**src/rtl/itpm_pkg.sv**
```systemverilog
package itpm_pkg;

    // Loop and angle constants. Angles are in 1/256 degree, but QUARTER_Z is in 1/65536 degree.
    localparam int SETTLE_SAMPLES = 50;
    localparam int CORDIC_STEPS   = 16;
    localparam int HALF_TURN      = 46080;
    localparam int FULL_TURN      = 92160;
    localparam int INC_DIVISOR    = 16000;
    localparam int INC_BIAS       = 8000;
    localparam int QUARTER_Z      = 90 * 65536;

    // Inverse CORDIC gain, Q30.
    localparam logic [29:0] INV_GAIN_Q30 = 30'd652032874;

    // Configuration register indexes.
    localparam logic [7:0] REG_GYRO_SMOOTH_GAIN = 8'd0;
    localparam logic [7:0] REG_BLEND_GAIN       = 8'd1;
    localparam logic [7:0] REG_ANGLE_DEADZONE   = 8'd2;
    localparam logic [7:0] REG_GAIN_X           = 8'd3;
    localparam logic [7:0] REG_GAIN_Y           = 8'd4;
    localparam logic [7:0] REG_GAIN_Z           = 8'd5;
    localparam logic [7:0] REG_LIMIT_XY         = 8'd6;
    localparam logic [7:0] REG_LIMIT_Z          = 8'd7;

    // Arctangent of 2^-i in 1/65536 degree.
    function automatic logic [22:0] atan_entry(input logic [4:0] i);
        logic [22:0] v;
        case (i)
            5'd0:    v = 23'd2949120;
            5'd1:    v = 23'd1740967;
            5'd2:    v = 23'd919879;
            5'd3:    v = 23'd466945;
            5'd4:    v = 23'd234379;
            5'd5:    v = 23'd117304;
            5'd6:    v = 23'd58666;
            5'd7:    v = 23'd29335;
            5'd8:    v = 23'd14668;
            5'd9:    v = 23'd7334;
            5'd10:   v = 23'd3667;
            5'd11:   v = 23'd1833;
            5'd12:   v = 23'd917;
            5'd13:   v = 23'd458;
            5'd14:   v = 23'd229;
            5'd15:   v = 23'd115;
            5'd16:   v = 23'd57;
            5'd17:   v = 23'd29;
            5'd18:   v = 23'd14;
            5'd19:   v = 23'd7;
            5'd20:   v = 23'd4;
            5'd21:   v = 23'd2;
            5'd22:   v = 23'd1;
            default: v = 23'd0;
        endcase
        return v;
    endfunction

endpackage

```
**src/rtl/imu_tilt_to_position_mapper_core.sv**
```systemverilog
// Tilt-to-position mapper. One inertial sample enters per transfer on the
// slave stream and yields exactly one position transfer on the master stream.
// The block low-pass filters the three gyro rates, blends gyro-integrated roll
// and pitch with accelerometer roll and pitch (vectoring CORDIC), integrates
// and wraps yaw, captures an origin after the settle count or on recenter, and
// maps the wrapped origin deltas through a deadzone, a signed gain and a clamp.
// All arithmetic is serial: a shift-add multiplier retiring one multiplier bit
// per cycle, a restoring divider retiring one quotient bit per cycle, and a
// CORDIC stage doing one rotation per cycle. From acceptance to result a sample
// passes three rate channels (a load, the smoothing multiply, a store, the
// time-step multiply, a load, the division and a store), a first CORDIC pass
// (setup, 16 rotations, a gain correction and a store), a second pass without
// the gain correction, two blends, one step each for yaw and the origin, three
// delta channels (a load, the wrap division, a load, the gain multiply and a
// store) and a step to load the output register. The sequencer holds one
// sample at a time; a finished sample waits until the output register is free,
// and a new sample can be taken in the cycle after the previous one has moved
// into the output register, even if that result is still waiting to be taken
// downstream. Configuration writes complete at once and should be issued only
// while no sample is in flight.
module imu_tilt_to_position_mapper_core
    import itpm_pkg::*;
(
    input  logic         clk,
    input  logic         rst_n,
    input  logic         s_axis_tvalid,
    output logic         s_axis_tready,
    // accel_x[15:0], accel_y[31:16], accel_z[47:32], rate_x[65:48],
    // rate_y[83:66], rate_z[101:84], elapsed_ms[117:102], zero pad
    input  logic [119:0] s_axis_tdata,
    // recenter
    input  logic         s_axis_tuser,
    output logic         m_axis_tvalid,
    input  logic         m_axis_tready,
    // pos_x[15:0], pos_y[31:16], pos_z[47:32]
    output logic [47:0]  m_axis_tdata,
    // origin_ready
    output logic         m_axis_tuser,
    input  logic         cfg_valid,
    output logic         cfg_ready,
    input  logic [7:0]   cfg_index,
    input  logic [15:0]  cfg_data
);

    typedef enum logic [4:0] {
        S_IDLE, S_SM_LD, S_SM_MUL, S_SM_END, S_INC_MUL, S_INC_LD, S_INC_DIV,
        S_INC_END, S_CR_INIT, S_CR_ITER, S_CR_MAG, S_CR_END, S_BL_LD,
        S_BL_MUL, S_BL_END, S_YAW, S_ORG, S_DL_LD, S_DL_DIV, S_DL_END,
        S_MAP_MUL, S_MAP_END, S_DONE
    } state_t;

    state_t state_reg;

    // Configuration registers.
    logic [15:0]        g_reg, b_reg, dz_reg;
    logic signed [15:0] gx_reg, gy_reg, gz_reg;
    logic [14:0]        lxy_reg, lz_reg;

    // Captured sample.
    logic signed [15:0] ax_reg, ay_reg, az_reg;
    logic signed [17:0] rate_reg [3];
    logic [5:0]         ms_reg;
    logic               rc_reg;

    // Filter state. Axis order is roll, pitch, yaw.
    logic signed [23:0] s_reg [3];
    logic signed [16:0] inc_reg [3];
    logic signed [23:0] roll_reg, pitch_reg, yaw_reg;
    logic signed [23:0] org_reg [3];
    logic               ov_reg;
    logic [7:0]         cnt_reg;

    logic [1:0]         k_reg;
    logic               pass_reg;

    // Shift-add multiplier: acc += a*wa + b*wb, one bit of wa and wb a cycle.
    logic signed [43:0] acc_reg, ma_reg, mb_reg;
    logic [15:0]        wa_reg;
    logic [16:0]        wb_reg;
    logic [4:0]         mcnt_reg;

    // Restoring divider on a magnitude, quotient shifts into num_reg.
    logic [29:0]        num_reg;
    logic [17:0]        rem_reg;
    logic [4:0]         dcnt_reg;
    logic               div_full_reg;
    logic               neg_reg;
    logic signed [25:0] v_reg;

    // CORDIC.
    logic signed [31:0] x_reg, y_reg, mag_reg;
    logic signed [25:0] z_reg;
    logic [4:0]         ci_reg;
    logic               zero_reg;
    logic [32:0]        macc_reg;
    logic signed [17:0] roll_acc_reg, pitch_acc_reg;

    logic signed [15:0] pos_reg [3];

    logic               out_valid_reg;
    logic [47:0]        out_data_reg;
    logic               out_user_reg;

    // Combinational helpers.
    logic signed [43:0] mul_add, sm_round, inc_v, inc_abs, bl_round, map_p, map_round;
    logic signed [23:0] sm_new, bl_clamp;
    logic [17:0]        div_dsr, rem_sh;
    logic               div_ge;
    logic signed [31:0] xs, ys, cin_x, cin_y;
    logic signed [25:0] atn, ang_fin;
    logic signed [17:0] ang_r;
    logic [32:0]        macc_sum;
    logic signed [23:0] ang_sel;
    logic signed [25:0] dl_v, dl_abs, yaw_sum, yaw_wrap;
    logic signed [18:0] wr_r, wr_w, wr_abs, dl_d;
    logic signed [15:0] gain_sel;
    logic [14:0]        lim_sel;
    logic [16:0]        gain_abs;
    logic signed [15:0] map_pos;
    logic [7:0]         cnt_new;
    logic signed [16:0] inc_new;

    assign s_axis_tready = (state_reg == S_IDLE);
    assign cfg_ready     = 1'b1;
    assign m_axis_tvalid = out_valid_reg;
    assign m_axis_tdata  = out_data_reg;
    assign m_axis_tuser  = out_user_reg;

    always_comb
    begin
        mul_add = (wa_reg[0] ? ma_reg : 44'sd0) + (wb_reg[0] ? mb_reg : 44'sd0);
        sm_round = (acc_reg + 44'sd32768) >>> 16;
        sm_new = sm_round[23:0];
        inc_v = acc_reg + 44'(INC_BIAS);
        inc_abs = (inc_v < 0) ? -inc_v : inc_v;

        div_dsr = div_full_reg ? 18'(FULL_TURN) : 18'(INC_DIVISOR);
        rem_sh = {rem_reg[16:0], num_reg[29]};
        div_ge = (rem_sh >= div_dsr);
        inc_new = neg_reg ? -(17'(num_reg) + 17'(rem_reg != 18'd0)) : 17'(num_reg);

        cin_x = pass_reg ? mag_reg : (32'(az_reg) <<< 12);
        cin_y = pass_reg ? -(32'(ax_reg) <<< 12) : (32'(ay_reg) <<< 12);
        xs = x_reg >>> ci_reg;
        ys = y_reg >>> ci_reg;
        atn = 26'(atan_entry(ci_reg));
        macc_sum = macc_reg + (INV_GAIN_Q30[ci_reg] ? {2'b00, x_reg[30:0]} : 33'd0);
        ang_fin = zero_reg ? 26'sd0 : ((z_reg + 26'sd128) >>> 8);
        ang_r = ang_fin[17:0];

        bl_round = (acc_reg + 44'sd32768) >>> 16;
        if (bl_round > 44'sd8388607)
            bl_clamp = 24'sh7FFFFF;
        else if (bl_round < -44'sd8388608)
            bl_clamp = 24'sh800000;
        else
            bl_clamp = bl_round[23:0];

        yaw_sum = 26'(yaw_reg) + 26'(inc_reg[2]);
        if (yaw_sum > 26'(HALF_TURN))
            yaw_wrap = yaw_sum - 26'(FULL_TURN);
        else if (yaw_sum < -26'(HALF_TURN))
            yaw_wrap = yaw_sum + 26'(FULL_TURN);
        else
            yaw_wrap = yaw_sum;

        case (k_reg)
            2'd0:
            begin
                ang_sel = roll_reg;
                gain_sel = gz_reg;
                lim_sel = lz_reg;
            end
            2'd1:
            begin
                ang_sel = pitch_reg;
                gain_sel = gy_reg;
                lim_sel = lxy_reg;
            end
            default:
            begin
                ang_sel = yaw_reg;
                gain_sel = gx_reg;
                lim_sel = lxy_reg;
            end
        endcase
        dl_v = 26'(ang_sel) - 26'(org_reg[k_reg]);
        dl_abs = (dl_v < 0) ? -dl_v : dl_v;
        gain_abs = (gain_sel < 0) ? 17'(-18'(gain_sel)) : 17'(gain_sel);

        // Wrap the delta back into a half turn either side of zero.
        if (neg_reg)
            wr_r = (rem_reg == 18'd0) ? 19'sd0 : 19'(FULL_TURN) - 19'(rem_reg);
        else
            wr_r = 19'(rem_reg);
        if (v_reg <= 26'(HALF_TURN) && v_reg >= -26'(HALF_TURN))
            wr_w = 19'(v_reg);
        else if (!neg_reg)
            wr_w = (wr_r > 19'(HALF_TURN)) ? wr_r - 19'(FULL_TURN) : wr_r;
        else
            wr_w = (wr_r >= 19'(HALF_TURN)) ? wr_r - 19'(FULL_TURN) : wr_r;
        wr_abs = (wr_w < 0) ? -wr_w : wr_w;
        dl_d = (wr_abs < 19'(dz_reg)) ? 19'sd0 : wr_w;

        map_p = (gain_sel < 0) ? -acc_reg : acc_reg;
        map_round = (map_p + 44'sd2048) >>> 12;
        if (map_round > 44'(signed'({1'b0, lim_sel})))
            map_pos = 16'(lim_sel);
        else if (map_round < -44'(signed'({1'b0, lim_sel})))
            map_pos = -16'(lim_sel);
        else
            map_pos = map_round[15:0];

        cnt_new = (cnt_reg < 8'd255) ? cnt_reg + 8'd1 : cnt_reg;
    end

    always_ff @(posedge clk or negedge rst_n)
    begin
        if (!rst_n)
        begin
            state_reg <= S_IDLE;
            g_reg <= 16'd58982;
            b_reg <= 16'd64225;
            dz_reg <= 16'd256;
            gx_reg <= -16'sd1280;
            gy_reg <= 16'sd0;
            gz_reg <= 16'sd1280;
            lxy_reg <= 15'd20800;
            lz_reg <= 15'd24000;
            for (int i = 0; i < 3; i++)
            begin
                s_reg[i] <= '0;
                org_reg[i] <= '0;
                inc_reg[i] <= '0;
                rate_reg[i] <= '0;
                pos_reg[i] <= '0;
            end
            ax_reg <= '0;
            ay_reg <= '0;
            az_reg <= '0;
            ms_reg <= '0;
            rc_reg <= 1'b0;
            roll_reg <= '0;
            pitch_reg <= '0;
            yaw_reg <= '0;
            ov_reg <= 1'b0;
            cnt_reg <= '0;
            k_reg <= '0;
            pass_reg <= 1'b0;
            acc_reg <= '0;
            ma_reg <= '0;
            mb_reg <= '0;
            wa_reg <= '0;
            wb_reg <= '0;
            mcnt_reg <= '0;
            num_reg <= '0;
            rem_reg <= '0;
            dcnt_reg <= '0;
            div_full_reg <= 1'b0;
            neg_reg <= 1'b0;
            v_reg <= '0;
            x_reg <= '0;
            y_reg <= '0;
            z_reg <= '0;
            mag_reg <= '0;
            ci_reg <= '0;
            zero_reg <= 1'b0;
            macc_reg <= '0;
            roll_acc_reg <= '0;
            pitch_acc_reg <= '0;
            out_valid_reg <= 1'b0;
            out_data_reg <= '0;
            out_user_reg <= 1'b0;
        end
        else
        begin
            if (cfg_valid)
            begin
                case (cfg_index)
                    REG_GYRO_SMOOTH_GAIN: g_reg <= cfg_data;
                    REG_BLEND_GAIN:       b_reg <= cfg_data;
                    REG_ANGLE_DEADZONE:   dz_reg <= cfg_data;
                    REG_GAIN_X:           gx_reg <= cfg_data;
                    REG_GAIN_Y:           gy_reg <= cfg_data;
                    REG_GAIN_Z:           gz_reg <= cfg_data;
                    REG_LIMIT_XY:         lxy_reg <= cfg_data[14:0];
                    REG_LIMIT_Z:          lz_reg <= cfg_data[14:0];
                    default:              ;
                endcase
            end

            if (out_valid_reg && m_axis_tready)
                out_valid_reg <= 1'b0;

            case (state_reg)
                S_IDLE:
                begin
                    if (s_axis_tvalid)
                    begin
                        ax_reg <= s_axis_tdata[15:0];
                        ay_reg <= s_axis_tdata[31:16];
                        az_reg <= s_axis_tdata[47:32];
                        rate_reg[0] <= s_axis_tdata[65:48];
                        rate_reg[1] <= s_axis_tdata[83:66];
                        rate_reg[2] <= s_axis_tdata[101:84];
                        // A missing or implausible time step counts as 20 ms.
                        if (s_axis_tdata[117:102] == 16'd0 || s_axis_tdata[117:102] > 16'd50)
                            ms_reg <= 6'd20;
                        else
                            ms_reg <= s_axis_tdata[107:102];
                        rc_reg <= s_axis_tuser;
                        k_reg <= 2'd0;
                        state_reg <= S_SM_LD;
                    end
                end
                S_SM_LD:
                begin
                    acc_reg <= '0;
                    ma_reg <= 44'(s_reg[k_reg]);
                    mb_reg <= 44'(rate_reg[k_reg]) <<< 6;
                    wa_reg <= g_reg;
                    wb_reg <= 17'd65536 - 17'(g_reg);
                    mcnt_reg <= '0;
                    state_reg <= S_SM_MUL;
                end
                S_SM_MUL, S_INC_MUL, S_BL_MUL, S_MAP_MUL:
                begin
                    acc_reg <= acc_reg + mul_add;
                    ma_reg <= ma_reg <<< 1;
                    mb_reg <= mb_reg <<< 1;
                    wa_reg <= wa_reg >> 1;
                    wb_reg <= wb_reg >> 1;
                    mcnt_reg <= mcnt_reg + 5'd1;
                    if (mcnt_reg == 5'd16)
                    begin
                        case (state_reg)
                            S_SM_MUL:  state_reg <= S_SM_END;
                            S_INC_MUL: state_reg <= S_INC_LD;
                            S_BL_MUL:  state_reg <= S_BL_END;
                            default:   state_reg <= S_MAP_END;
                        endcase
                    end
                end
                S_SM_END:
                begin
                    s_reg[k_reg] <= sm_new;
                    acc_reg <= '0;
                    ma_reg <= 44'(sm_new);
                    mb_reg <= '0;
                    wa_reg <= 16'(ms_reg);
                    wb_reg <= '0;
                    mcnt_reg <= '0;
                    state_reg <= S_INC_MUL;
                end
                S_INC_LD:
                begin
                    num_reg <= inc_abs[29:0];
                    neg_reg <= (inc_v < 0);
                    rem_reg <= '0;
                    dcnt_reg <= '0;
                    div_full_reg <= 1'b0;
                    state_reg <= S_INC_DIV;
                end
                S_INC_DIV, S_DL_DIV:
                begin
                    rem_reg <= div_ge ? rem_sh - div_dsr : rem_sh;
                    num_reg <= {num_reg[28:0], div_ge};
                    dcnt_reg <= dcnt_reg + 5'd1;
                    if (dcnt_reg == 5'd29)
                        state_reg <= (state_reg == S_INC_DIV) ? S_INC_END : S_DL_END;
                end
                S_INC_END:
                begin
                    inc_reg[k_reg] <= inc_new;
                    if (k_reg == 2'd2)
                    begin
                        pass_reg <= 1'b0;
                        state_reg <= S_CR_INIT;
                    end
                    else
                    begin
                        k_reg <= k_reg + 2'd1;
                        state_reg <= S_SM_LD;
                    end
                end
                S_CR_INIT:
                begin
                    zero_reg <= (cin_x == 0) && (cin_y == 0);
                    // Vectors in the left half plane are turned by a quarter turn first.
                    if (cin_x < 0)
                    begin
                        if (cin_y >= 0)
                        begin
                            x_reg <= cin_y;
                            y_reg <= -cin_x;
                            z_reg <= 26'(QUARTER_Z);
                        end
                        else
                        begin
                            x_reg <= -cin_y;
                            y_reg <= cin_x;
                            z_reg <= -26'(QUARTER_Z);
                        end
                    end
                    else
                    begin
                        x_reg <= cin_x;
                        y_reg <= cin_y;
                        z_reg <= '0;
                    end
                    ci_reg <= '0;
                    state_reg <= S_CR_ITER;
                end
                S_CR_ITER:
                begin
                    if (y_reg >= 0)
                    begin
                        x_reg <= x_reg + ys;
                        y_reg <= y_reg - xs;
                        z_reg <= z_reg + atn;
                    end
                    else
                    begin
                        x_reg <= x_reg - ys;
                        y_reg <= y_reg + xs;
                        z_reg <= z_reg - atn;
                    end
                    ci_reg <= ci_reg + 5'd1;
                    if (ci_reg == 5'(CORDIC_STEPS - 1))
                    begin
                        ci_reg <= '0;
                        macc_reg <= '0;
                        state_reg <= pass_reg ? S_CR_END : S_CR_MAG;
                    end
                end
                S_CR_MAG:
                begin
                    macc_reg <= macc_sum >> 1;
                    ci_reg <= ci_reg + 5'd1;
                    if (ci_reg == 5'd29)
                        state_reg <= S_CR_END;
                end
                S_CR_END:
                begin
                    if (!pass_reg)
                    begin
                        roll_acc_reg <= ang_r;
                        mag_reg <= macc_reg[31:0];
                        pass_reg <= 1'b1;
                        state_reg <= S_CR_INIT;
                    end
                    else
                    begin
                        pitch_acc_reg <= ang_r;
                        k_reg <= 2'd0;
                        state_reg <= S_BL_LD;
                    end
                end
                S_BL_LD:
                begin
                    acc_reg <= '0;
                    ma_reg <= 44'(ang_sel) + 44'(inc_reg[k_reg]);
                    mb_reg <= (k_reg == 2'd0) ? 44'(roll_acc_reg) : 44'(pitch_acc_reg);
                    wa_reg <= b_reg;
                    wb_reg <= 17'd65536 - 17'(b_reg);
                    mcnt_reg <= '0;
                    state_reg <= S_BL_MUL;
                end
                S_BL_END:
                begin
                    if (k_reg == 2'd0)
                    begin
                        roll_reg <= bl_clamp;
                        k_reg <= 2'd1;
                        state_reg <= S_BL_LD;
                    end
                    else
                    begin
                        pitch_reg <= bl_clamp;
                        state_reg <= S_YAW;
                    end
                end
                S_YAW:
                begin
                    yaw_reg <= yaw_wrap[23:0];
                    state_reg <= S_ORG;
                end
                S_ORG:
                begin
                    if (!ov_reg)
                    begin
                        cnt_reg <= cnt_new;
                        if (cnt_new >= 8'(SETTLE_SAMPLES))
                        begin
                            ov_reg <= 1'b1;
                            org_reg[0] <= roll_reg;
                            org_reg[1] <= pitch_reg;
                            org_reg[2] <= yaw_reg;
                        end
                    end
                    if (rc_reg)
                    begin
                        ov_reg <= 1'b1;
                        org_reg[0] <= roll_reg;
                        org_reg[1] <= pitch_reg;
                        org_reg[2] <= yaw_reg;
                    end
                    k_reg <= 2'd0;
                    state_reg <= S_DL_LD;
                end
                S_DL_LD:
                begin
                    v_reg <= dl_v;
                    neg_reg <= (dl_v < 0);
                    num_reg <= 30'(unsigned'(dl_abs));
                    rem_reg <= '0;
                    dcnt_reg <= '0;
                    div_full_reg <= 1'b1;
                    state_reg <= S_DL_DIV;
                end
                S_DL_END:
                begin
                    acc_reg <= '0;
                    ma_reg <= '0;
                    mb_reg <= 44'(dl_d);
                    wa_reg <= '0;
                    wb_reg <= gain_abs;
                    mcnt_reg <= '0;
                    state_reg <= S_MAP_MUL;
                end
                S_MAP_END:
                begin
                    pos_reg[k_reg] <= map_pos;
                    if (k_reg == 2'd2)
                        state_reg <= S_DONE;
                    else
                    begin
                        k_reg <= k_reg + 2'd1;
                        state_reg <= S_DL_LD;
                    end
                end
                S_DONE:
                begin
                    if (!out_valid_reg || m_axis_tready)
                    begin
                        out_valid_reg <= 1'b1;
                        out_data_reg <= {pos_reg[0], pos_reg[1], pos_reg[2]};
                        out_user_reg <= ov_reg;
                        state_reg <= S_IDLE;
                    end
                end
                default:
                    state_reg <= S_IDLE;
            endcase
        end
    end

    // Once an origin exists it is never dropped.
    origin_sticky: assert property (@(posedge clk) disable iff (!rst_n)
        ov_reg |=> ov_reg)
        else $error("origin flag cleared");

    // Yaw always stays within a half turn either side of zero.
    yaw_in_range: assert property (@(posedge clk) disable iff (!rst_n)
        (yaw_reg <= 24'(HALF_TURN)) && (yaw_reg >= -24'(HALF_TURN)))
        else $error("yaw out of range");

    // A result appears only from the final sequencer step.
    result_from_done: assert property (@(posedge clk) disable iff (!rst_n)
        $rose(out_valid_reg) |-> $past(state_reg == S_DONE))
        else $error("result without finished sample");

endmodule

```
**config.mk**
```make
export PLATFORM = sky130hd
export DESIGN_NAME = imu_tilt_to_position_mapper_core
export DESIGN_NICKNAME = d
export VERILOG_FILES = /design/src/rtl/itpm_pkg.sv /design/src/rtl/imu_tilt_to_position_mapper_core.sv
export SDC_FILE = /design/constraint.sdc
export NUM_CORES = 2
export LEC_CHECK = 0
export BUFFER_PORTS_ARGS = -buffer_cell sky130_fd_sc_hd__buf_4
export CAP_MARGIN = 0
export CORE_ASPECT_RATIO = 2
export CORE_MARGIN = 2
export CORE_UTILIZATION = 55
export CTS_CLUSTER_SIZE = 20
export DETAILED_ROUTE_END_ITERATION = 16
export MAX_ROUTING_LAYER = met4
export PLACE_DENSITY = 0.75
export SETUP_SLACK_MARGIN = 0.02
export SYNTH_ARGS = -nofsm -noshare
export SYNTH_HDL_FRONTEND = slang
export SYNTH_SLANG_ARGS = --single-unit
```
**constraint.sdc**
```tcl
create_clock -name clk -period 16.4 [get_ports clk]
set_input_delay 2.46 -clock clk [delete_from_list [all_inputs] [get_ports clk]]
set_output_delay 2.46 -clock clk [all_outputs]
set_load 0.02 [all_outputs]
```
==> flow_summary_export.csv <==
group,metric,value,unit
sta,slew_violations,0,
cts,cts_tree,"done",
synthesis,ys_warn_count,0,
cts,root_buffer,"clkbuf_16",
global_routing,busiest_layer,"met2",
drt,drt_first_pass_iters,7,
run,maxCapViolCount,1,
global_routing,use_met1,36.04,%
cts,path_clk_slew,0.07,ns
global_routing,gr-usage-met3,6.512,%
synthesis,synthesis.area,76690,µm²
floorplan,rows,193,
place,io_buffers,198,
global_routing,use_met2,67.29,%
finish,fin_nets,8929,
synthesis,netlist_instances,8434,
floorplan,die_w,268.0,µm
cts,cts.sink_count,1063,
power,p_leak,38.57,nW
sta,max_clock_freq,106.5,MHz
floorplan,die_area,142600,µm²
worst_setup_path,path_class,"flip-flop to flip-flop",
cts,clkLatencyLatePin,0.75,ns
sta,setup_violations,0,
floorplan,coreArea,138400,µm²
finish,final_cells,10300,
drt,vias,67678,
synthesis,synthFlopType,"dfrtp_1",
sta,worst-slew-pin-transition,1.462,ns
cts,cts_max_level,3,
power,p_sw_share,24.55,%
worst_setup_path,cp-startpoint,"k_reg[0]",
worst_hold_path,min_from,"pitch_acc_reg[14]",
sta,worst_slack,7.009,ns
global_routing,grt_overflow,0,
sta,rsz0062_at_grt,"no",
synthesis,synth-edff-count,0,
global_routing,grt_max_degree,178,
worst_setup_path,critPathLaunchType,"flip-flop",
global_routing,grt_use_total,39.46,%
drt,drc_errors,0,
place,place.gp.congestion,1.072,
power,power_frac_comb,6.4,%
status,outcome,"finished, violations left",
place,dp.cells,10105,
worst_setup_path,crit_path_end_kind,"flip-flop",
power,powerDensity,66.94,nW/µm²
worst_setup_path,arrival,10.06,ns
floorplan,die_h,532.1,µm
global_routing,grt_pass1_vias,68901,
sta,final-hold-violation-count,0,
synthesis,syn_area_per_cell,9.093,µm²
global_routing,antenna_found_initial,11,
sta,fin_skew,0.05856,ns
drt,ant_nets,0,
finish,drive_above_1_share,14.94,%
synthesis,netlist.area_leader.share,33.38,%
synthesis,synth_cell_types,102,
finish,area_growth,8.771,%
cts,cts_hold_buf,0,
sta,fin_crit_sh,57.27,%
synthesis,yosysSeqAreaShare,34.75,%
power,seqPwrFrac,47.4,%
drt,via_per_inst,6.571,
drt,wl_per_cell,26.68,µm
synthesis,synthesis.nets,9008,
drt,routed_wl,274.8,mm
floorplan,ios,202,
synthesis,yosysMostFrequentCell,"dfrtp_1",
finish,fillers,12046,
sta,fin_crit,9.391,ns
global_routing,grt_pass1_wl,413.9,mm
sta,slew_headroom,1.506,%
power,clkPwrFrac,46.1,%
worst_setup_path,r2r-start,"k_reg[0]",
cts,clockBufferDepth,3,
cts,cts_resized,0,
synthesis,yosysTopAreaCell,"dfrtp_1",
place,place_ws,7.138,ns
sta,fin_setup_tns,0,ns
synthesis,yosys_register_bits,1063,
status,violations,"capacitance limit",
cts,numCtsBuffers,99,
power,p_int,4.213,mW
synthesis,synthArstFlopShare,100.0,%
synthesis,synth_top_cells_by_area,"dfrtp_1, mux2_2, ha_1",
drt,drtIter0Drc,5318,
cts,cts_setup_buffers,0,
worst_hold_path,hp-class,"flip-flop to flip-flop",
place,place_hpwl,206.7,mm
worst_setup_path,cp.required,17.07,ns
power,irDropWorstVdd,84.25,µV
floorplan,start_util,55.43,%
worst_setup_path,cp_max_fo,41,
power,switchingPower,1.371,mW
synthesis,synth_commonest_cells,"dfrtp_1, nand2_1, o21ai_0",
[cells by family (layout without fill, tap and decap cells)]
| group | Yosys count | count (layout) | synth area share [%] |
|---|---|---|---|
| compound gates | 2273 | 2273 | 19.15 |
| xor+xnor | 592 | 592 | 6.779 |
| fa+ha+maj | 424 | 424 | 7.417 |
| buf+inv | 705 | 709 | 3.495 |
| flops | 1063 | 1063 | 34.75 |
| mux | 780 | 780 | 12.43 |
| other cells | 1 | 11 | 0.004890 |
| simple gates | 2596 | 2596 | 15.98 |
[area by class of cell]
type | instances | area [µm²] | share of cell area (%)
Clock inverter | 46 | 733.2 | 0.8789
Multi-Input combinational cell | 6666 | 47590 | 57.05
Tap cell | 1852 | 2317 | 2.778
Antenna cell | 10 | 25.02 | 0.03000
Inverter | 203 | 762.0 | 0.9134
Clock buffer | 138 | 2855 | 3.423
Timing Repair Buffer | 322 | 2466 | 2.956
Sequential cell | 1063 | 26670 | 31.97
[worst max-delay path, cell delays in order (launching register included)]
cell,delay (ns)
dfrtp_2,0.36
buf_4,0.43
ha_2,0.68
a22oi_1,0.28
nand2_1,0.94
o21ai_0,0.61
o31a_1,0.45
a311oi_1,0.55
nand2b_1,0.25
or3_1,0.45
nor3_1,0.26
xnor2_1,0.18
buf_4,0.25
inv_1,0.28
ha_1,0.41
nand4_1,0.10
or3_1,0.40
nor2_1,0.16
o21ai_0,0.12
o2111ai_1,0.10
mux2_2,0.72
nand2b_1,0.20
or4b_1,0.44
a22oi_1,0.41
mux2_2,0.26
[metal layers]
metal,vias to the layer above,wire (µm)
li1,30466,-
met1,33162,85700
met2,2709,139600
met3,1341,14880
met4,0,34570
met5,-,0
[power groups by stage]
stage,sequential [mW],combinational [mW],clock [mW]
after detailed placement,2.70,0.360,0
after global routing,2.65,0.400,2.71
after floorplan,2.70,0.206,0
final,2.65,0.360,2.57
after global placement,2.70,0.354,0
after CTS,2.65,0.362,2.61
[stage by stage]
| step | hold WS (ns) | total power [mW] | util, % | area [µm²] |
|---|---|---|---|---|
| 3_5_place_dp | 0.4655 | 3.059 | 57.67 | 79790 |
| 5_1_grt | 0.4992 | 5.759 | 60.29 | 83420 |
| 6_report | 0.4785 | 5.584 | 60.29 | 83420 |
| 2_1_floorplan | 0.4444 | 2.903 | - | 76690 |
| 4_1_cts | 0.4802 | 5.618 | 60.26 | 83380 |
| 3_3_place_gp | 0.4572 | 3.052 | 57.67 | 79790 |
[path summary, 6_finish.rpt]
kind | cells past startpoint | slack (ns) | endpoint
worst min register to register | 2 | 0.48 | pitch_acc_reg[14]
max in group asynchronous | 4 | 11.16 | z_reg[0]
worst max register to register | 24 | 7.01 | pos_reg[34]
worst max-delay path | 24 | 7.01 | pos_reg[34]
worst min-delay path | 2 | 0.48 | pitch_acc_reg[14]
min in group asynchronous | 1 | 1.78 | pos_reg[40]
[placed cells by master (no fill, tap or decap), drive strengths merged, types with 59 or more instances in the layout]
cell / n
nor2: 611
inv: 202
and2: 166
o31ai: 77
o21ai: 724
a21o: 94
mux2: 500
nand2: 947
clkbuf: 138
and3: 59
a21oi: 501
mux4: 88
a31oi: 70
nor4: 65
ha: 373
or3: 63
nor3: 143
nand2b: 82
o21a: 87
nand3: 173
xor2: 235
o211ai: 81
dfrtp: 1023
buf: 322
mux2i: 192
xnor2: 356
Note: power is estimated with default switching activity, not from simulation.
